$ cat src/rtl/set_median_by_sorting_core_assert.svh
// Assertion macros shared by the median core modules.
// Each macro fires on the rising clock edge and is disabled while reset is high.
`ifndef SET_MEDIAN_BY_SORTING_CORE_ASSERT_SVH
`define SET_MEDIAN_BY_SORTING_CORE_ASSERT_SVH

`ifndef ASSERT_OFF

// Check that the consequent holds in the same cycle as the antecedent.
`define SMBS_ASSERT_SAME(label, ante, cons) \
   label: assert property (@(posedge clock) disable iff (reset) (ante) |-> (cons)) \
      else $error("median core: same-cycle check failed");

// Check that the consequent holds in the cycle after the antecedent.
`define SMBS_ASSERT_NEXT(label, ante, cons) \
   label: assert property (@(posedge clock) disable iff (reset) (ante) |=> (cons)) \
      else $error("median core: next-cycle check failed");

`else

`define SMBS_ASSERT_SAME(label, ante, cons)
`define SMBS_ASSERT_NEXT(label, ante, cons)

`endif

`endif

$ cat src/rtl/smbs_pkg.sv
package smbs_pkg;

   localparam int MAX_COUNT   = 16;
   localparam int SAMPLE_BITS = 16;

   // Fixed field widths of the ports.
   localparam int SAMPLE_FIELD_BITS = 16;
   localparam int MEDIAN_FIELD_BITS = 17;
   localparam int COUNT_FIELD_BITS  = 5;

   // Internal widths derived from the capacity.
   localparam int CNT_BITS  = $clog2(MAX_COUNT + 1);
   localparam int SKIP_BITS = $clog2(MAX_COUNT);

   typedef logic [SAMPLE_BITS-1:0] sample_type;
   typedef logic [CNT_BITS-1:0]    count_type;
   typedef logic [SKIP_BITS-1:0]   skip_type;

   typedef struct packed {
      logic [SAMPLE_FIELD_BITS-1:0] sample_value;
      logic                         last_sample;
   } req_type;

   typedef struct packed {
      logic [MEDIAN_FIELD_BITS-1:0] median_doubled;
      logic [COUNT_FIELD_BITS-1:0]  set_count;
      logic                         overflow_flag;
   } rsp_type;

   // Controller to datapath.
   typedef struct packed {
      logic insert;
      logic shift;
      logic finish;
   } dp_cmd_type;

   // Datapath to controller.
   typedef struct packed {
      count_type count_after;
   } dp_sts_type;

endpackage

$ cat src/rtl/smbs_datapath.sv
`include "set_median_by_sorting_core_assert.svh"

module smbs_datapath import smbs_pkg::*; (
   input  logic       clock,
   input  logic       reset,
   input  req_type    req_data,
   input  dp_cmd_type cmd,
   output dp_sts_type sts,
   output logic       rsp_valid,
   output rsp_type    rsp_data
);

   sample_type store_ff [MAX_COUNT];
   sample_type store_in [MAX_COUNT];
   count_type  count_ff, count_in;
   logic       dropped_ff, dropped_in;
   logic       rsp_valid_ff, rsp_valid_in;
   rsp_type    rsp_data_ff, rsp_data_in;

   sample_type             new_sample;
   logic                   full;
   logic [MAX_COUNT-1:0]   le;
   logic [SAMPLE_BITS:0]   mid_sum;

   assign new_sample = sample_type'(req_data.sample_value);
   assign full       = (count_ff == count_type'(MAX_COUNT));

   assign sts.count_after = full ? count_ff : count_ff + count_type'(1);

   // Odd count: twice the middle cell; even: sum of the middle pair.
   assign mid_sum = count_ff[0] ? {store_ff[0], 1'b0}
                                : {1'b0, store_ff[0]} + {1'b0, store_ff[1]};

   // Entries at or below the new sample form a prefix of the sorted row.
   always_comb begin
      for (int i = 0; i < MAX_COUNT; i++) begin
         le[i] = (count_type'(i) < count_ff) && (store_ff[i] <= new_sample);
      end
   end

   always_comb begin
      for (int i = 0; i < MAX_COUNT; i++) begin
         store_in[i] = store_ff[i];
      end
      count_in     = count_ff;
      dropped_in   = dropped_ff;
      rsp_valid_in = 1'b0;
      rsp_data_in  = rsp_data_ff;

      if (cmd.insert) begin
         if (full) begin
            dropped_in = 1'b1;
         end else begin
            count_in = count_ff + count_type'(1);
            for (int i = 0; i < MAX_COUNT; i++) begin
               if (!le[i]) begin
                  if (i == 0) begin
                     store_in[i] = new_sample;
                  end else if (le[i-1]) begin
                     store_in[i] = new_sample;
                  end else begin
                     store_in[i] = store_ff[i-1];
                  end
               end
            end
         end
      end

      // Walk the row down by one cell.
      if (cmd.shift) begin
         for (int i = 0; i < MAX_COUNT - 1; i++) begin
            store_in[i] = store_ff[i+1];
         end
      end

      if (cmd.finish) begin
         rsp_valid_in               = 1'b1;
         rsp_data_in.median_doubled = MEDIAN_FIELD_BITS'(mid_sum);
         rsp_data_in.set_count      = COUNT_FIELD_BITS'(count_ff);
         rsp_data_in.overflow_flag  = dropped_ff;
         count_in                   = '0;
         dropped_in                 = 1'b0;
      end
   end

   always_ff @(posedge clock) begin
      for (int i = 0; i < MAX_COUNT; i++) begin
         store_ff[i] <= store_in[i];
      end
      rsp_data_ff <= rsp_data_in;
      if (reset) begin
         count_ff     <= '0;
         dropped_ff   <= 1'b0;
         rsp_valid_ff <= 1'b0;
      end else begin
         count_ff     <= count_in;
         dropped_ff   <= dropped_in;
         rsp_valid_ff <= rsp_valid_in;
      end
   end

   assign rsp_valid = rsp_valid_ff;
   assign rsp_data  = rsp_data_ff;

   `SMBS_ASSERT_NEXT(a_finish_clears, cmd.finish, rsp_valid_ff && (count_ff == '0) && !dropped_ff)
   `SMBS_ASSERT_NEXT(a_full_drops, cmd.insert && full, dropped_ff && (count_ff == $past(count_ff)))

endmodule

$ cat src/rtl/smbs_ctrl.sv
`include "set_median_by_sorting_core_assert.svh"

module smbs_ctrl import smbs_pkg::*; (
   input  logic       clock,
   input  logic       reset,
   input  logic       start,
   input  logic       last_sample,
   input  dp_sts_type sts,
   output dp_cmd_type cmd,
   output logic       busy
);

   typedef enum logic [1:0] {
      ST_IDLE = 2'b01,
      ST_SEEK = 2'b10
   } state_type;

   state_type state_ff, state_in;
   skip_type  skip_ff, skip_in;
   logic      accept;
   count_type below_mid;

   assign busy   = (state_ff != ST_IDLE);
   assign accept = start && !busy;

   // Cells to drop from the bottom so the lower middle sits in cell zero.
   assign below_mid = (sts.count_after - count_type'(1)) >> 1;

   always_comb begin
      state_in   = state_ff;
      skip_in    = skip_ff;
      cmd.insert = 1'b0;
      cmd.shift  = 1'b0;
      cmd.finish = 1'b0;
      unique case (state_ff)
         ST_IDLE: begin
            cmd.insert = accept;
            if (accept && last_sample) begin
               state_in = ST_SEEK;
               skip_in  = skip_type'(below_mid);
            end
         end
         ST_SEEK: begin
            if (skip_ff == '0) begin
               cmd.finish = 1'b1;
               state_in   = ST_IDLE;
            end else begin
               cmd.shift = 1'b1;
               skip_in   = skip_ff - skip_type'(1);
            end
         end
         default: begin
            state_in = ST_IDLE;
         end
      endcase
   end

   always_ff @(posedge clock) begin
      skip_ff <= skip_in;
      if (reset) begin
         state_ff <= ST_IDLE;
      end else begin
         state_ff <= state_in;
      end
   end

   `SMBS_ASSERT_SAME(a_no_insert_busy, busy, !cmd.insert)
   `SMBS_ASSERT_NEXT(a_close_seeks, accept && last_sample, state_ff == ST_SEEK)

endmodule

$ cat src/rtl/set_median_by_sorting_core.sv
// Median of a set of unsigned samples, kept sorted as they arrive.
// Drive a sample on req_data and raise start; the beat is taken on a rising
// edge where start is high and busy is low. A sample that is not marked last
// leaves busy low, so samples may follow back to back.
// A sample marked last closes the set: busy then stays high while the sorted
// row walks down one cell a cycle until the middle pair reaches its bottom
// end, and while the result is then formed. The result beat appears on
// rsp_data for exactly one cycle with rsp_valid high, registered after the
// walk ends and taken at the edge that follows. It cannot be held off:
// capture it then. median_doubled is twice the median, exact, with one
// fractional bit. Samples arriving while MAX_COUNT are held are dropped and
// flagged in overflow_flag. The block is empty again once the result has
// been issued.
module set_median_by_sorting_core import smbs_pkg::*; (
   input  logic    clock,
   input  logic    reset,
   input  logic    start,
   output logic    busy,
   input  req_type req_data,
   output logic    rsp_valid,
   output rsp_type rsp_data
);

   dp_cmd_type cmd;
   dp_sts_type sts;

   // Sequence insertion, the walk down and the result beat.
   smbs_ctrl u_ctrl (
      .clock       (clock),
      .reset       (reset),
      .start       (start),
      .last_sample (req_data.last_sample),
      .sts         (sts),
      .cmd         (cmd),
      .busy        (busy)
   );

   // Hold the sorted row, the count and the drop flag; form the result.
   smbs_datapath u_datapath (
      .clock     (clock),
      .reset     (reset),
      .req_data  (req_data),
      .cmd       (cmd),
      .sts       (sts),
      .rsp_valid (rsp_valid),
      .rsp_data  (rsp_data)
   );

endmodule

$ cat config.mk
export PLATFORM = sky130hd
export DESIGN_NAME = set_median_by_sorting_core
export DESIGN_NICKNAME = d
export VERILOG_FILES = /design/src/rtl/smbs_pkg.sv /design/src/rtl/smbs_datapath.sv /design/src/rtl/smbs_ctrl.sv /design/src/rtl/set_median_by_sorting_core.sv
export VERILOG_INCLUDE_DIRS = /design/src /design/src/rtl
export SDC_FILE = /design/constraint.sdc
export NUM_CORES = 1
export LEC_CHECK = 0
export ABC_AREA = 1
export BUFFER_PORTS_ARGS = -buffer_cell sky130_fd_sc_hd__buf_2
export CAP_MARGIN = 10
export CORE_MARGIN = 3
export CORE_UTILIZATION = 50
export CTS_BUF_LIST = sky130_fd_sc_hd__clkbuf_16
export DETAILED_ROUTE_END_ITERATION = 12
export GPL_ROUTABILITY_DRIVEN = 0
export PLACE_DENSITY = 0.72
export SKIP_LAST_GASP = 1
export SYNTH_ARGS = -nofsm -noshare
export SYNTH_HDL_FRONTEND = slang
export SYNTH_SLANG_ARGS = --single-unit
$ cat constraint.sdc
create_clock -name clock -period 4.7 [get_ports clock]
set_clock_uncertainty 0.1 [all_clocks]
set_input_delay 0.94 -clock clock [delete_from_list [all_inputs] [get_ports clock]]
set_output_delay 0.94 -clock clock [all_outputs]
set_load 0.02 [all_outputs]
# ---- After elaboration in Yosys (flattened, before gate mapping)
# Memories as Yosys holds them, arrays and structs flattened.
# Cells that the tools add are included.
dict set report word_totals {
  ff_bits 36
  ram_bits 256
  mem_count 1
}
dict set report classes {
  n_addsub 4
  order_cmp 32
  eq_ne 7
  n_mux 47
  n_reduce_logical 25
}
# name words width read_ports rd_ports_with_merged_regs write_ports line_no
set mem_list {}
lappend mem_list {u_datapath.store_ff 16 16 16 0 16 smbs_datapath.sv:13} ;# sample_type store_ff [MAX_COUNT];
# cell count
set ops {}
lappend ops {{$mux W256} 2}
lappend ops {{$mux W16} 31}
lappend ops {{$le A16 B16 Y1} 16}
lappend ops {{$mux W240} 1}
lappend ops {{$lt A4 B5 Y1 const A} 8}
lappend ops {{$lt A3 B5 Y1 const A} 4}
lappend ops {{$logic_and A1 B1 Y1} 18}
lappend ops {{$add A16 B16 Y17} 1}
lappend ops {{$mux W17} 1}
lappend ops {{$lt A1 B5 Y1 const A} 2}
lappend ops {{$lt A2 B5 Y1 const A} 2}
lappend ops {{$mux W4} 2}
lappend ops {{$pmux W4 S2} 1}
lappend ops {{$mux W2} 3}
lappend ops {{$ne A2 B1 Y1 const B} 3}
lappend ops {{$add A5 B1 Y5 const B} 1}
lappend ops {{$eq A5 B5 Y1 const B} 1}
lappend ops {{$mux W5} 1}
lappend ops {{$sub A5 B1 Y5 const B} 1}
lappend ops {{$logic_not A4 Y1} 1}
lappend ops {{$mux W1} 4}
lappend ops {{$pmux W2 S2} 1}
lappend ops {{$reduce_and A2 Y1} 2}
lappend ops {{$sub A4 B1 Y4 const B} 1}
lappend ops {{other kinds (7)} 7}

# ---- Depth between registers and ports, before layout
# Gate-level depths: netlist of run 1.
# An unclocked memory read counts as a cell.
dict set report depth {
  word_depth 8
  ltp_mapped 17
  mapped_depth_nobuf 16
}

# ---- Hierarchy
# Synthesis of run 1 repeated with hierarchy kept, for this count alone.
dict set report hier_totals {
  hier_cells 3047
  area_unflattened_um2 22704.3
}
# mod instances cells_each area_per_inst_um2 seq_area_each_um2
set modules_own_cells {}
lappend modules_own_cells {smbs_datapath 1 2992 22305.1 8518.2}
lappend modules_own_cells {smbs_ctrl 1 55 399.1 160.2}

# ---- Worst setup path before layout of run 1
# No wires, ideal clock.
dict set report synth_path {
  path_type {input to register}
  start {input req_data[16] (netlist bit)}
  end {memory u_datapath.store_ff[1][112] (netlist bit), enable pin}
  arrival_time_ns 3.376
  setup_slack_ns 0.830
  path_stages 9
  n_path_buf 1
  path_cell_list {inv_1 clkbuf_1 ha_1 nand2_1 nor4_1 nand2_1 nand2_1 nand2_1 a21oi_1}
}
# element line_no
set synth_lines {}
lappend synth_lines {{start, declared} set_median_by_sorting_core.sv:19} ;# input req_type req_data,
lappend synth_lines {{end, declared} smbs_datapath.sv:13}

==> summary.md, run 1 <==
| Metric | Value |
|---|---|
| Clock Latency Late Sink | 0.58 ns |
| Initial Util | 0.512 |
| Tcrit/Tclk final | 0.732 |
| Adder-Cell Fraction of Synth Area | 0.153 |
| Startpoint Class | primary input |
| Antenna violations before repair | 0 |
| FF-to-FF End | u_datapath.store_ff[1][86]$_DFFE_PP_ |
| Crit path max fanout | 31 |
| Main combinational cell family by area after synthesis | simple AND/OR/NAND/NOR gates |
| Pre-antenna DRT Iters | 6 |
| Arrival time worst endpoint | 3.49 ns |
| CTS tree | done |
| Reg2Reg Setup Slack | 1.45 ns |
| Pwr/cell area | 734 mW/mm^2 |
| Total global routing overflow | 0 |
| Fin. Hold Viols | 0 |
| Number of cells on the worst reg-to-reg path | 5 |
| Fraction of layout cells with a size suffix above 1 | 0.0595 |
| Synthesized instance count | 3039 |
| Critical R2R Launch | u_datapath.count_ff[2]$_SDFFE_PP0P_ |
| Routed vias/inst | 5.85 |
| Hold_buf cts | 0 |
| Total routed wirelength | 68100 um |
| P&R area growth vs syn | 9.28% |
| First-pass GRT wire length | 108000 um |
| Clock-pin slew on the worst setup and hold paths | 0.06 ns |
| Largest net degree at the start of global routing | 226 |
| Mapped cell area | 0.0228 mm^2 |
| Post-CTS Setup Bufs | 0 |
| Max-Cap Viols | 0 |
| CTS Buf Count | 37 |
| GRT Resource Usage Total | 0.281 |
| Post-layout min period | 3.44 ns |
| Warnings from Yosys | 0 |
| Syn Nets | 3338 |
| Max clock buf depth | 3 |
| Final Util | 0.559 |
| Min-delay worst type | flip-flop to flip-flop |
| Synth Area in XOR/XNOR | 0.00154 |
| Compound-gate portion of the synthesized area | 0.0542 |
| ANT cells | 0 |
| Final ANT Viol Nets | 0 |
| Most frequent cells in the layout | 1088 x nand2_1, 510 x nand3_1, 348 x inv_1, 283 x edfxtp_1, 278 x ha_1 |
| Commonest non-fill, non-tap cell in the layout | nand2_1 |
| DRC | 0 |
| Post-route setup TNS | 0 ns |
| Via Count | 21500 |
| Avg Inst Size Synth | 7.51 um^2 |
| Hold EP | u_ctrl.state_ff[0]$_SDFFE_PP1P_ |
| Sequential fraction of the synthesis area | 0.380 |
| Non-Filler Instances | 3667 |
| Die height | 220 um |
| Die Width | 220 um |
| Hold Path Depth | 2 |
| Final Net Count | 3350 |
| Post-DR wirelength/cell | 18.6 um |
| Vias in the first global route | 20600 |
| Dpl cells | 3603 |
| Synth Register Bits | 292 |
| Maximum vdd ir drop | 0.338 mV |
| DRT iter0 DRCs | 2151 |
| Slew HR | 0.245 |
| Mux contribution to synthesized area | 0 |
| Outcome | finished, final reports clean |
| FMAX | 0.290 GHz |
| PortBufs | 44 |
| RSZ-0062 raised after global routing | no |
| Post-synthesis cell type count | 41 |
| Worst endpoint required time | 4.75 ns |
| IO Count | 45 |
| H-tree depth | 2 |
| Hold path start | u_ctrl.state_ff[0]$_SDFFE_PP1P_ |
| Critical path class | primary input to flip-flop |
| # setup viols final | 0 |
| Root Buffer | clkbuf_16 |
| Leak | 0.0125 uW |
| # rows | 77 |
| Post-Synth Simple-Gate Area | 0.327 |
| Detail Placement HPWL | 46700 um |
| Clock Sinks | 292 |
| Worst setup EP type | flip-flop |
| Cts repair resizes | 0 |
| Core ar. | 0.0446 mm^2 |
| Fin. max-slew vios | 0 |
| Die area | 0.0482 mm^2 |
| Slew @ Worst Pin | 1.13 ns |
-- through the flow --
stage | hold slack, ns | power, uW | area (um^2) | setup WS, ns
4_1_cts | 0.378 | 18100 | 24900 | 1.35
6_report | 0.372 | 18300 | 24900 | 1.26
2_1_floorplan | 0.309 | 12500 | 22800 | 0.830
3_3_place_gp | 0.358 | 14900 | 23800 | 0.825
3_5_place_dp | 0.368 | 15300 | 23800 | 0.787
5_1_grt | 0.385 | 19900 | 24900 | 1.08
-- per-layer routing --
metal | GRT usage | part of all wire
met3 | 0.0444 | 0.091
met4 | 0.110 | 0.032
met1 | 0.375 | 0.41
met5 | 0 | 0
met2 | 0.460 | 0.47
-- worst max path at each step --
stage,cells after the start,slack [ns],startpoint,to
2_1_floorplan,9,0.83,req_data[16],u_datapath.store_ff[1][112]$_DFFE_PP_
3_3_place_gp,13,0.82,req_data[14],u_datapath.store_ff[1][57]$_DFFE_PP_
3_5_place_dp,13,0.79,req_data[14],u_datapath.store_ff[1][58]$_DFFE_PP_
4_1_cts,13,1.35,req_data[14],u_datapath.store_ff[1][58]$_DFFE_PP_
5_1_grt,13,1.08,req_data[14],u_datapath.store_ff[1][48]$_DFFE_PP_
6_report,13,1.26,req_data[14],u_datapath.store_ff[1][58]$_DFFE_PP_
-- synthesized netlist by cell type, drive strengths merged --
cell type / number / area (um^2)
xor2: 3 / 26.3
o21a: 1 / 7.51
nor2: 97 / 417
nand3b: 3 / 22.5
inv: 354 / 1330
a31oi: 2 / 12.5
nand4: 21 / 131
a21oi: 130 / 654
a21o: 14 / 105
a211oi: 1 / 7.51
o31ai: 1 / 7.51
nand2: 1099 / 4160
clkbuf: 65 / 244
fa: 1 / 20.0
xnor2: 1 / 8.76
edfxtp: 283 / 8500
and2: 1 / 6.26
o22ai: 17 / 106
nor3: 19 / 106
o21ai: 62 / 322
nand3: 511 / 2560
nor4: 2 / 12.5
dfxtp: 9 / 180
buf: 56 / 345
or2: 6 / 37.5
ha: 278 / 3480
a21boi: 2 / 15.0
-- kinds of logic (layout without fill, tap and decap cells) --
family	after synthesis	count (layout)
compound gates	230	230
xor+xnor	4	4
fa+ha+maj	279	279
buf+inv	475	511
flops	292	292
simple gates	1759	1759
-- state kept, by name (all words and copies together), names as in the netlist --
name / cells
u_datapath.rsp_data: 23
u_datapath.store_ff: 256
u_datapath.rsp_valid: 1
u_ctrl.skip_ff: 4
u_datapath.count_ff: 5
u_datapath.dropped_ff: 1
u_ctrl.state_ff: 2
-- critical path, cell delays in order --
cell and delay [ns]:
buf_2 0.12, inv_1 0.05, buf_4 0.40, ha_1 0.33
a21oi_1 0.16, o21ai_0 0.11, a21oi_1 0.14, nand2_1 0.07
nand2_1 0.05, buf_4 0.20, nand2_1 0.34, nand2_1 0.15
nand2_1 0.40
-- power by group --
group	leakage, uW	switching (uW)	internal [uW]	total, uW
sequential	0.00280	1290	4860	6150
clock	0.000573	1180	1600	2780
combinational	0.00915	6300	3080	9380
-- final cells by class --
class | count | area, um^2
fillers | 4047 | 19700
multi-input cells | 2272 | 12200
flip-flops and latches | 292 | 8680
inverters | 354 | 1330
clock buffers | 37 | 926
repair buffers | 94 | 816
well taps | 592 | 741
clock inverters | 26 | 216
No activity file was read; power rests on OpenSTA's default activity.
==> inputs of run 2 (changes only) <==
Settings changed: ABC_AREA 1 to 0.
Clock period 4.7 ns to 3.45 ns, I/O delays scaled along.
==> run 2 against run 1 <==
Synthesized area shrank 8.0%. Critical path depth shrank 4. Sequential power shrank 21%. Clock power grew 35%. First-iteration DRC count rose by 10%. Register-to-register slack worse by 1.2 ns. Routed wire length grew 3.9%. Utilization rose by 1.2 points. Hold slack worse by 0.13 ns. Flip-flop and latch count stayed put. Clock-buffer cell count stayed put. Sequential share of layout area grew 2.2 points. Largest power group is now sequential cells. Highest routed layer is now met5.
==> summary.md, run 2 <==
| Metric | Value |
|---|---|
| Count leader, synth | nand2_1 |
| Hold_buf cts | 0 |
| Startpoint Class | flip-flop |
| Critical Path Start | u_datapath.count_ff[0]$_SDFFE_PP0P_ |
| Reg2Reg Setup Slack | 0.22 ns |
| Total routed wirelength | 70800 um |
| Tcrit/Tclk final | 0.937 |
| Maximum vdd ir drop | 0.302 mV |
| Die area | 0.0445 mm^2 |
| Vias in the first global route | 17900 |
| Fin. Hold Viols | 0 |
| Die Width | 211 um |
| Clock Latency Late Sink | 0.54 ns |
| Synth Register Bits | 292 |
| Avg Inst Size Synth | 9.94 um^2 |
| Critical path class | flip-flop to flip-flop |
| Top post-synthesis cells by count | 362 x nand2_1, 283 x edfxtp_1, 278 x ha_1, 144 x nand3_1, 120 x o211ai_1 |
| Worst setup EP type | flip-flop |
| Fraction of layout cells with a size suffix above 1 | 0.115 |
| Min-delay worst type | primary input to flip-flop |
| Sequential fraction of the synthesis area | 0.414 |
| Crit path max fanout | 21 |
| Antenna violations before repair | 2 |
| Number of cells on the worst reg-to-reg path | 9 |
| Worst endpoint required time | 3.70 ns |
| Max clock buf depth | 3 |
| Syn Nets | 2411 |
| Critical R2R Launch | u_datapath.count_ff[0]$_SDFFE_PP0P_ |
| Via Count | 18300 |
| Primary FF master, synth | edfxtp_1 |
| # rows | 74 |
| Detail Placement HPWL | 50300 um |
| Initial Util | 0.510 |
| Dpl cells | 2656 |
| Mapped cell area | 0.0210 mm^2 |
| PortBufs | 44 |
| Max reg flops | 256 |
| Post-synthesis cell type count | 70 |
| RSZ-0062 raised after global routing | no |
| Total global routing overflow | 0 |
| Final Util | 0.571 |
| FMAX | 0.309 GHz |
| Leak | 0.00912 uW |
| Post-route setup TNS | 0 ns |
| Largest net degree at the start of global routing | 229 |
| IO Count | 45 |
| GRT Resource Usage Total | 0.314 |
| Die height | 211 um |
| Outcome | finished, final reports clean |
| Core ar. | 0.0411 mm^2 |
| Synth async-reset ratio | 0 |
| Pre-antenna DRT Iters | 7 |
| Slew HR | 0.217 |
| Share of Yosys cell area claimed by the top area cell type | 0.405 |
| FF-to-FF End | u_datapath.store_ff[1][8]$_DFFE_PP_ |
| Cts repair resizes | 0 |
| Clock Sinks | 292 |
| Most frequent cells in the layout | 355 x nand2_1, 283 x edfxtp_1, 278 x ha_1, 144 x nand3_1, 120 x o211ai_1 |
| Register name with the most flops | u_datapath.store_ff |
| Fill count | 3428 |
| Post-DR wirelength/cell | 26.0 um |
| Commonest non-fill, non-tap cell in the layout | nand2_1 |
| Warnings from Yosys | 0 |
| Fin. max-slew vios | 0 |
| Non-Filler Instances | 2720 |
| Pwr/cell area | 476 mW/mm^2 |
| Routed vias/inst | 6.72 |
| Area leader, netlist | edfxtp_1 |
| Number of synthesized flops with an enable pin | 283 |
| Arrival time worst endpoint | 3.48 ns |
| Max-Cap Viols | 0 |
| CTS Buf Count | 35 |
| First-pass GRT wire length | 107000 um |
| Setup crit end | u_datapath.store_ff[1][8]$_DFFE_PP_ |
| Leading post-synthesis cells by cell area | edfxtp_1 40%, ha_1 17%, nand2_1 6.5% |
| DRC | 0 |
| H-tree depth | 2 |
| Final ANT Viol Nets | 0 |
| CTS tree | done |
| DRT iter0 DRCs | 2375 |
| Synthesized instance count | 2112 |
| Final Net Count | 2460 |
| # setup viols final | 0 |
| Post-layout min period | 3.23 ns |
| Clock-pin slew on the worst setup and hold paths | 0.06 ns |
| Post-CTS Setup Bufs | 0 |
| P&R area growth vs syn | 11.9% |
| Root Buffer | clkbuf_16 |
| Slew @ Worst Pin | 1.17 ns |
-- run 2: changes by cell type after synthesis, sizes merged, moves of 23 or more --
| cell | before | now |
|---|---|---|
| a21oi | 130 | 77 |
| mux2i | 0 | 115 |
| inv | 354 | 53 |
| a21o | 14 | 37 |
| o211ai | 0 | 120 |
| nor2 | 97 | 70 |
| nand3 | 511 | 144 |
| nand2 | 1099 | 362 |
| o21ai | 62 | 179 |
-- run 2: cells by family (layout without fill, tap and decap cells) --
logic type,count (synthesis),in the layout,share of synthesized area
other,0,2,0
adders and majority gates,279,279,0.167
DFF,292,292,0.414
muxes,131,131,0.0651
and+or+nand+nor,687,687,0.145
AOI/OAI and AO/OA,525,525,0.162
xor gates and xnor gates,20,20,0.00835
buffers and inverters,178,252,0.0392
-- run 2: per-stage QoR --
stage / cell area [um^2] / hold WS (ns) / total power [uW] / setup slack, ns
2_1_floorplan: 21100 / 0.309 / 6420 / 0.00922
3_3_place_gp: 22300 / 0.321 / 7250 / -0.0149
3_5_place_dp: 22300 / 0.328 / 7400 / -0.0198
4_1_cts: 23500 / 0.233 / 11100 / 0.304
5_1_grt: 23500 / 0.257 / 11600 / 0.124
6_report: 23500 / 0.241 / 11200 / 0.218
-- run 2: layout make-up --
cell class / count / area [um^2] / area share
tap: 532 / 666 / 0.0284
antenna: 2 / 5.00 / 0.000213
timing repair buffer: 137 / 1140 / 0.0487
multi-input combinational: 1642 / 11700 / 0.496
inverter: 53 / 199 / 0.00848
sequential: 292 / 8680 / 0.370
clock buffer: 37 / 926 / 0.0394
clock inverter: 25 / 204 / 0.00869
-- run 2: how the worst min path moves through the flow --
stage,end,startpoint,depth (start not counted)
CTS,u_datapath.rsp_valid$_SDFF_PP0_,reset,2
detailed placement,u_datapath.rsp_data[0]$_DFFE_PP_,u_datapath.dropped_ff$_SDFFE_PP0P_,0
finish,u_datapath.rsp_valid$_SDFF_PP0_,reset,2
floorplan,u_datapath.rsp_data[0]$_DFFE_PP_,u_datapath.dropped_ff$_SDFFE_PP0P_,0
global placement,u_datapath.rsp_data[0]$_DFFE_PP_,u_datapath.dropped_ff$_SDFFE_PP0P_,0
global route,u_datapath.rsp_valid$_SDFF_PP0_,reset,2
-- run 2: critical path: stages (launching register included) --
cell      delay, ns
dfxtp_1        0.37
inv_2          0.13
ha_1           0.22
nand2_1        0.13
nor3_4         0.09
or2_2          0.41
nor2_4         0.31
buf_4          0.32
nand2_1        0.55
o211ai_1       0.41
-- run 2: layer usage --
metal	wire (um)	track usage	vias to the layer above	share of wire
met2	30600	0.480	1201	0.43
met4	4780	0.183	4	0.067
met1	26800	0.409	8721	0.38
met5	32	0	-	0.00045
li1	-	-	8090	-
met3	8570	0.0747	265	0.12
-- run 2: power breakdown --
group          internal (uW)  leakage (uW)  total [uW]  switching, uW
logic                    978       0.00567        2560           1590
registers               4430       0.00287        4870            435
clock network           2220      0.000585        3740           1520
total                   7630       0.00912       11200           3540
